--- src/design/dpsm_pkg.sv ---
// ----------------------------------------------------------------------------
// Drive power state machine package
// Shared state codes, statusword constants and result type.
// ----------------------------------------------------------------------------
package dpsm_pkg;

   localparam int unsigned CW_WIDTH    = 16;
   localparam int unsigned SW_WIDTH    = 16;
   localparam int unsigned STATE_WIDTH = 3;

   // Controlword bit positions and command patterns.
   localparam int unsigned CW_FAULT_RESET_BIT = 7;
   localparam int unsigned CW_ENABLE_VOLT_BIT = 1;
   localparam int unsigned CW_QUICK_STOP_BIT  = 2;
   localparam logic [2:0]  CMD3_SHUTDOWN      = 3'h6;
   localparam logic [2:0]  CMD3_SWITCH_ON     = 3'h7;
   localparam logic [3:0]  CMD4_ENABLE_OP     = 4'hF;
   localparam logic [3:0]  CMD4_DISABLE_OP    = 4'h7;

   localparam logic [SW_WIDTH-1:0] SW_BASE = 16'h0200;

   typedef enum logic [STATE_WIDTH-1:0] {
      ST_NOT_READY   = 3'd0,
      ST_DISABLED    = 3'd1,
      ST_READY       = 3'd2,
      ST_SWITCHED_ON = 3'd3,
      ST_ENABLED     = 3'd4,
      ST_QUICK_STOP  = 3'd5,
      ST_FAULT_REACT = 3'd6,
      ST_FAULT       = 3'd7
   } power_state_type;

   typedef struct packed {
      logic [SW_WIDTH-1:0] status_word;
      power_state_type     state_code;
      logic                op_enabled;
   } dpsm_result_type;

   // Statusword for a given power state, base bits included.
   function automatic logic [SW_WIDTH-1:0] status_of(input power_state_type st);
      logic [SW_WIDTH-1:0] bits;
      case (st)
         ST_NOT_READY:   bits = 16'h0000;
         ST_DISABLED:    bits = 16'h0040;
         ST_READY:       bits = 16'h0031;
         ST_SWITCHED_ON: bits = 16'h0033;
         ST_ENABLED:     bits = 16'h0037;
         ST_QUICK_STOP:  bits = 16'h0017;
         default:        bits = 16'h0008;
      endcase
      return SW_BASE | bits;
   endfunction

endpackage

--- src/design/drive_power_state_machine.sv ---
// ----------------------------------------------------------------------------
// Drive power state machine
// CiA 402 style power state machine, a controlword per cycle unless stalled.
// ----------------------------------------------------------------------------
// Usage: each request on the req_ channel carries one controlword in
// req_tdata and the hardware fault flag in req_tuser. For every request the
// block returns exactly one response on the rsp_ channel with the statusword,
// the new state code and the operation-enabled flag.
// The request is first captured in an input register. When the result
// register can take a new value, the next-state logic updates the power
// state and the stored fault-reset bit and loads the result register, which
// drives rsp_tvalid. While the receiver keeps rsp_tready high, a new request
// can be taken in every cycle, so sustained throughput is one request per
// clock.
// If the receiver holds rsp_tready low, the response stays in the result
// register and the next request waits in the input register; req_tready
// falls only when both registers are full, and rises again in the cycle the
// response is taken.
// Reset (synchronous, active high) empties both registers, sets the power
// state to switch-on-disabled and clears the stored fault-reset bit.
// ----------------------------------------------------------------------------
module drive_power_state_machine
   import dpsm_pkg::*;
(
   input  logic        clock,
   input  logic        reset,
   input  logic        req_tvalid,
   output logic        req_tready,
   input  logic [15:0] req_tdata,   // [15:0] control_word
   input  logic [0:0]  req_tuser,   // [0] hw_fault
   output logic        rsp_tvalid,
   input  logic        rsp_tready,
   output logic [23:0] rsp_tdata    // [15:0] status_word, [18:16] state_code,
                                    // [19] op_enabled, [23:20] zero
);

   // Input register.
   logic                in_valid_ff, in_valid_in;
   logic [CW_WIDTH-1:0] cw_ff;
   logic                fault_ff;

   // Drive state.
   power_state_type     state_ff, state_in;
   logic                prev_bit_ff, prev_bit_in;

   // Result register.
   logic                out_valid_ff, out_valid_in;
   dpsm_result_type     result_ff;
   dpsm_result_type     next_result;

   logic                advance;
   logic                load_out;

   dpsm_next u_next (
      .control_word   (cw_ff),
      .hw_fault       (fault_ff),
      .cur_state      (state_ff),
      .prev_reset_bit (prev_bit_ff),
      .result         (next_result)
   );

   // The result register can take a new value when empty or being drained.
   assign advance    = ~out_valid_ff | rsp_tready;
   assign load_out   = in_valid_ff & advance;
   assign req_tready = ~in_valid_ff | advance;

   always_comb begin
      in_valid_in  = in_valid_ff;
      out_valid_in = out_valid_ff;
      state_in     = state_ff;
      prev_bit_in  = prev_bit_ff;
      if (advance) begin
         out_valid_in = in_valid_ff;
         in_valid_in  = 1'b0;
      end
      if (req_tvalid && req_tready) begin
         in_valid_in = 1'b1;
      end
      if (load_out) begin
         state_in    = next_result.state_code;
         prev_bit_in = cw_ff[CW_FAULT_RESET_BIT];
      end
   end

   always_ff @(posedge clock) begin
      if (reset) begin
         in_valid_ff  <= 1'b0;
         out_valid_ff <= 1'b0;
         state_ff     <= ST_DISABLED;
         prev_bit_ff  <= 1'b0;
      end else begin
         in_valid_ff  <= in_valid_in;
         out_valid_ff <= out_valid_in;
         state_ff     <= state_in;
         prev_bit_ff  <= prev_bit_in;
      end
   end

   // Payload registers need no reset.
   always_ff @(posedge clock) begin
      if (req_tvalid && req_tready) begin
         cw_ff    <= req_tdata;
         fault_ff <= req_tuser[0];
      end
      if (load_out) begin
         result_ff <= next_result;
      end
   end

   assign rsp_tvalid = out_valid_ff;
   assign rsp_tdata  = {4'b0000, result_ff.op_enabled, result_ff.state_code,
                        result_ff.status_word};

endmodule

--- src/design/dpsm_next.sv ---
// ----------------------------------------------------------------------------
// Drive power state machine next-state logic
// Combinational transition and statusword decode for one controlword.
// ----------------------------------------------------------------------------
module dpsm_next
   import dpsm_pkg::*;
(
   input  logic [CW_WIDTH-1:0] control_word,
   input  logic                hw_fault,
   input  power_state_type     cur_state,
   input  logic                prev_reset_bit,
   output dpsm_result_type     result
);

   logic            reset_edge;
   logic [2:0]      low3;
   logic [3:0]      low4;
   power_state_type cmd_state;
   power_state_type new_state;

   assign low3       = control_word[2:0];
   assign low4       = control_word[3:0];
   assign reset_edge = control_word[CW_FAULT_RESET_BIT] & ~prev_reset_bit;

   // Standard transitions outside of the fault handling.
   always_comb begin
      cmd_state = cur_state;
      if (!control_word[CW_ENABLE_VOLT_BIT]) begin
         cmd_state = ST_DISABLED;
      end else begin
         case (cur_state)
            ST_DISABLED: begin
               if (low3 == CMD3_SHUTDOWN) cmd_state = ST_READY;
            end
            ST_READY: begin
               if (low3 == CMD3_SWITCH_ON) cmd_state = ST_SWITCHED_ON;
            end
            ST_SWITCHED_ON: begin
               if (low4 == CMD4_ENABLE_OP) cmd_state = ST_ENABLED;
               else if (low3 == CMD3_SHUTDOWN) cmd_state = ST_READY;
            end
            ST_ENABLED: begin
               if (!control_word[CW_QUICK_STOP_BIT]) cmd_state = ST_QUICK_STOP;
               else if (low4 == CMD4_DISABLE_OP) cmd_state = ST_SWITCHED_ON;
               else if (low3 == CMD3_SHUTDOWN) cmd_state = ST_READY;
            end
            ST_QUICK_STOP: begin
               if (low4 == CMD4_ENABLE_OP) cmd_state = ST_ENABLED;
               else if (low3 == CMD3_SHUTDOWN) cmd_state = ST_READY;
            end
            default: begin
               cmd_state = cur_state;
            end
         endcase
      end
   end

   // A hardware fault wins; fault is left only on a fault reset edge.
   always_comb begin
      if (hw_fault) begin
         new_state = ST_FAULT;
      end else if (cur_state == ST_FAULT) begin
         new_state = reset_edge ? ST_DISABLED : ST_FAULT;
      end else begin
         new_state = cmd_state;
      end
   end

   assign result.status_word = status_of(new_state);
   assign result.state_code  = new_state;
   assign result.op_enabled  = (new_state == ST_ENABLED);

endmodule

--- config.mk ---
export PLATFORM = sky130hd
export DESIGN_NAME = drive_power_state_machine
export DESIGN_NICKNAME = d
export VERILOG_FILES = /design/src/design/dpsm_pkg.sv /design/src/design/drive_power_state_machine.sv /design/src/design/dpsm_next.sv
export SDC_FILE = /design/constraint.sdc
export NUM_CORES = 1
export LEC_CHECK = 0
export BUFFER_PORTS_ARGS = -buffer_cell sky130_fd_sc_hd__buf_2
export CORE_ASPECT_RATIO = 0.7
export CORE_MARGIN = 4
export CORE_UTILIZATION = 28
export CTS_CLUSTER_DIAMETER = 100
export DETAILED_ROUTE_END_ITERATION = 12
export PLACE_DENSITY = 0.53
export SLEW_MARGIN = 40
export SYNTH_ARGS = -nofsm -noshare
export SYNTH_HDL_FRONTEND = slang
export SYNTH_SLANG_ARGS = --single-unit
--- constraint.sdc ---
create_clock -name clock -period 4.3 [get_ports clock]
set_input_delay 0.43 -clock clock [delete_from_list [all_inputs] [get_ports clock]]
set_output_delay 0.43 -clock clock [all_outputs]
set_load 0.05 [all_outputs]
; ---- Yosys cells after proc, flatten, opt, wreduce, memory -nomap -nowiden
; Index checks and enable logic that the tools add are counted.
[classes]
magnitude_cmp = 0
bitwise = 7
div_mod_pow = 0
n_mux = 13
reduce_logical = 4
eq_ne = 15
n_addsub = 0
mul = 0
shift = 0
[ops]
columns = op, n
row1 = $pmux W7 S6, 1
row2 = $mux W3, 9
row3 = $eq A3 B3 Y1 const B, 7
row4 = $eq A3 B2 Y1 const B, 4
row5 = $pmux W3 S4, 1
row6 = $eq A3 B1 Y1 const B, 2
row7 = $eq A4 B3 Y1 const B, 1
row8 = $eq A4 B4 Y1 const B, 1
row9 = $logic_not A3 Y1, 1
row10 = $not A1 Y1, 3
row11 = $and A1 B1 Y1, 2
row12 = $mux W1, 2
row13 = $or A1 B1 Y1, 2
row14 = $reduce_bool A2 Y1, 1
row15 = $reduce_or A2 Y1, 1
row16 = $logic_and A1 B1 Y1, 1
[totals]
output_inout_bits = 26
wordCells = 48
input_bits = 21
rom_bits = 0
mem_bits_rw = 0
latchBits = 0
mem_count = 0
reg_bits = 34

; ---- Logic depth before layout (Yosys ltp)
[depth]
ltp_word = 10
depth_mapped = 9
mapped_depth_nobuf = 8

; ---- Cells and area by module
; A second synthesis with hierarchy kept.
[unflattened]
cells_unflattened = 137
hier_area_um2 = 1844.3
[modules_own_cells]
columns = mod, cells_per_inst, n_inst, seq_area_each_um2, area_per_inst_um2
row1 = drive_power_state_machine, 70, 1, 1231.2, 1412.6
row2 = dpsm_next, 67, 1, 0.0, 431.7

; ---- Worst setup path before layout
; No wires, ideal clock.
[synth_path]
path_kind = register to register
startpoint = register out_valid_ff, in the netlist rsp_tvalid
endpoint = register cw_ff[0], enable pin
path_buffers = 0
setup_time_ns = 0.268
t_required_ns = 4.032
path_stages_with_launch = 4
arrival_time_ns = 1.582
path_slack_ns = 2.450
period_less_slack_ns = 1.850
path_cell_list = dfxtp_1 nor2b_1 nand2_1 and2_1
[synth_between]
elab_chain_len = 4
[synth_lines]
columns = element, line_no
row1 = "start, declared", drive_power_state_machine.sv:47  ; logic out_valid_ff, out_valid_in;
row2 = "start signal, assigned", drive_power_state_machine.sv:93  ; out_valid_ff <= out_valid_in;
row3 = $not A1 Y1, drive_power_state_machine.sv:63  ; assign advance = ~out_valid_ff | rsp_tready;
row4 = $or A1 B1 Y1, drive_power_state_machine.sv:63
row5 = $or A1 B1 Y1, drive_power_state_machine.sv:65  ; assign req_tready = ~in_valid_ff | advance;
row6 = named net req_tready, drive_power_state_machine.sv:28  ; output logic req_tready,
row7 = $logic_and A1 B1 Y1, drive_power_state_machine.sv:101  ; if (req_tvalid && req_tready) begin
row8 = "end signal, assigned", drive_power_state_machine.sv:102  ; cw_ff <= req_tdata;
row9 = "end, declared", drive_power_state_machine.sv:39  ; logic [CW_WIDTH-1:0] cw_ff;
; The timed path passes the listed nets, and every way through them passes these cells.
; A chain may end at the register's enable or synchronous reset.

==> results.md <==
- Result of the run: finished, final reports clean
- Internal power component: 0.000326 W
- Chip Height: just over 60 um
- Async set or reset register ratio after synthesis: 0%
- Post-synthesis to final-layout area growth: 10.9%
- Critical path's top delay family: simple AND/OR/NAND/NOR gates
- Most common cell after layout, fill and taps aside: buf_2
- Number of iterations in the first detailed-routing pass: 5
- Buffers inserted during post-CTS setup optimization: 0
- Peak Freq: 488 MHz
- Main combinational cell family by area after synthesis: compound AO/OA/AOI/OAI gates
- Final routed wirelength across all metal layers: around 2000 um
- Launch point of the worst hold path: req_tuser
- Die extent in x: 85.5 um
- Number of clock buffers inserted by TritonCTS: 3
- Post-Syn Area per Cell: approximately 11 um^2
- Total via count in the routed design: 746
- Slowest CP cell: edfxtp_1
- Register area share after synthesis: 51.0%
- Path type of the worst setup path: flip-flop to flip-flop
- Number of global-route vias before repair: 698
- Net switching fraction of the power: between 30% and 40%
- Clk pwr share: 26.3%
- CP required: 4.29 ns
- Netlist Area Pre-Place: 1180 um^2
- Register bit count reported by yosys: 22
- Type of origin of the critical path: flip-flop
- Global routing usage summed across all routing layers: ~7.4%
- Setup Skew: 0.000934 ns
- Unrepaired setup endpoints after global routing: false
- CP max stage delay: between 0.5 and 0.6 ns
- H-tree levels: 1
- Mux contribution to synthesized area: 0.849%
- Gate count of the mapped netlist: 105
- Largest area contributor in the synthesized netlist: edfxtp_1
- Portion of total power attributed to sequential cells: 54.1%
- Critical path fanouts, max: 8
- Peak supply drop: approximately 0.16 mV
- Initial core utilization: roughly 30%
- Leak Pwr: 0.519 nW
- Worst min-delay path category: input pin to flip-flop
- Detailed Route Iter0 Violations: 15
- Final HPWL from detailed placement: 1520 um
- Residual antenna-violating net count after detailed routing: 0
- Count of cell types in the netlist: 38
- DRC Markers: 0
- Vias per std cell: 4.24
- Post-CTS Hold Fix Bufs: 0
- Total grt overflow: 0
- Clock buffer depth: 2
- Count of non-filler cells in the finished layout: 176
- Worst path bufs/invs: 1
- Max-slew violation count: 0
- Count of yosys warnings during synthesis: 0
- Number of endpoints with negative hold slack in the final report: 0
- Worst Hold Margin: 0.345 ns
- Core area: 3990 um^2
- Source-to-sink clock delay at the later pin of the worst-skew pair: approximately 0.25 ns
- Cell repeated most along the worst path: nor4_1
- Arrival time of data at the critical path endpoint: 2.04 ns
- Top-level port count: 47
- Adder and majority gate portion of the synthesized area: between 3 and 4%
- Wire per inst: 11.1 um
- Portion of the clock cycle consumed by the worst path in the final layout: 47.7%
- Total area of sequential cells: between 600 and 700 um^2
- Final critical delay including setup and external delays: 2.05 ns
- CTS-repair resized insts: 0
- Yosys top cell area share: 40.8%
- Root cell of the clock tree: clkbuf_8
- Area occupied by multi-input gates: between 400 and 500 um^2
- Highest-count cells in the layout ignoring fill and taps: buf_2 (22), edfxtp_1 (16), conb_1 (13)
- Top post-synthesis cells by area: edfxtp_1 (41%), dfxtp_1 (10%), buf_4 (10%)
- Cells along the critical path: nand2_1 -> nor4_1 -> o211a_1 -> nor2_1 -> inv_1 -> ha_1 -> nor4_1
- Die ar.: approximately 5300 um^2
- Fraction of layout cells with a size suffix above 1: a little over a quarter
- Quantity of I/O buffers inserted on ports: 22
- Final-report setup violation count: 0
- Worst flop-to-flop path startpoint: cw_ff[1]$_DFFE_PP_
- Post-synthesis compound-gate area fraction: approximately 16%
- Fill cells: about 420
- Total instance count after detailed placement: 172
- Standard-cell row count: 19
- Setup total negative slack: 0 ns
- Number of antenna violations at the first check in global routing: 0
- Predominant post-synthesis flop cell: edfxtp_1
- Clock-pin slew on the worst setup and hold paths: 0.07 ns
- Reported net switching power: 0.000140 W
- Sink Count: 22
- Startpoint of the worst setup timing path: cw_ff[1]$_DFFE_PP_
- Simple-gate area share of the yosys netlist: around 14%
- Net count reported at finish: 149
- Max Cap Viol: 0
- Pin count of the biggest net entering global routing: 18
- Part of the power in combinational logic: 19.6%
- CTS tree: built
- Area share of xor/xnor cells in the synthesized design: 0%
- Areal power density over the cells: 356 nW/um^2
- CP endpoint kind: flip-flop
- Wire length of the first global-routing pass: roughly 3200 um
- Number of enable-type register cells in the synthesized netlist: 16
- Routability congestion estimate: 0.724
- Antenna cell count: 0
## final cells by class
class	count	share of cell area, %
Clock inverter	1	0.287
Clock buffer	3	3.16
Sequential cell	22	45.9
Timing Repair Buffer	23	9.00
Multi-Input combinational cell	69	34.9
Inverter	6	1.72
Tap cell	52	4.98
## Yosys cell counts, types with 3 or more instances
library cell,count
buf_4,16
edfxtp_1,16
nor2_1,9
dfxtp_1,6
nand2_1,6
inv_1,5
a21oi_1,4
ha_1,3
nor2b_1,3
## layer usage
layer  GRT usage, %  wire (um)
met1           10.0        956
met4          0.593          0
met5              0          0
met2           10.8        772
met3           4.10        222
## cell families (layout without fill, tap and decap cells)
logic type | after synthesis | after routing
AND/OR/NAND/NOR | 31 | 31
buffers and inverters | 25 | 33
flip-flops | 22 | 22
AO/OA/AOI/OAI | 21 | 21
adder cells (fa/ha/maj) | 3 | 3
other | 2 | 13
multiplexers | 1 | 1
## per-stage QoR
step | setup slack, ns | area (um^2) | utilization, % | power, W
after detailed placement | 2.28 | 1260 | 31.6 | 0.000349
after global routing | 2.04 | 1310 | 32.7 | 0.000492
after CTS | 2.25 | 1310 | 32.7 | 0.000473
after floorplan | 2.45 | 1220 | - | 0.000342
final | 2.25 | 1310 | 32.7 | 0.000466
after global placement | 2.31 | 1260 | 31.6 | 0.000346
## state kept, by name, indices dropped and copies added, names as in the netlist
| register | flops |
|---|---|
| state_ff | 3 |
| prev_bit_ff | 1 |
| in_valid_ff | 1 |
| fault_ff | 1 |
| rsp_tdata | 10 |
| rsp_tvalid | 1 |
| cw_ff | 5 |
## worst register-to-register path, cell delays in order, from the launching register on
cell and delay (ns):
edfxtp_1 0.54, nand2_1 0.12, nor4_1 0.36, o211a_1 0.25, nor2_1 0.08, inv_1 0.14
ha_1 0.23, nor4_1 0.07
## final timing paths
path	to	slack, ns	cells past startpoint
max reg2reg	rsp_tdata[6]$_DFFE_PP_	2.25	7
max	rsp_tdata[6]$_DFFE_PP_	2.25	7
min	fault_ff$_DFFE_PP_	0.34	1
min reg2reg	prev_bit_ff$_SDFFE_PP0P_	0.50	2
## power groups by stage
stage	combinational (W)	sequential, W	clock [W]
after floorplan	0.0000733	0.000269	0
final	0.0000915	0.000252	0.000123
after detailed placement	0.0000919	0.000257	0
after global routing	0.0000988	0.000254	0.000139
after global placement	0.0000904	0.000256	0
after CTS	0.0000921	0.000252	0.000128
(Power assumes the default switching activity.)
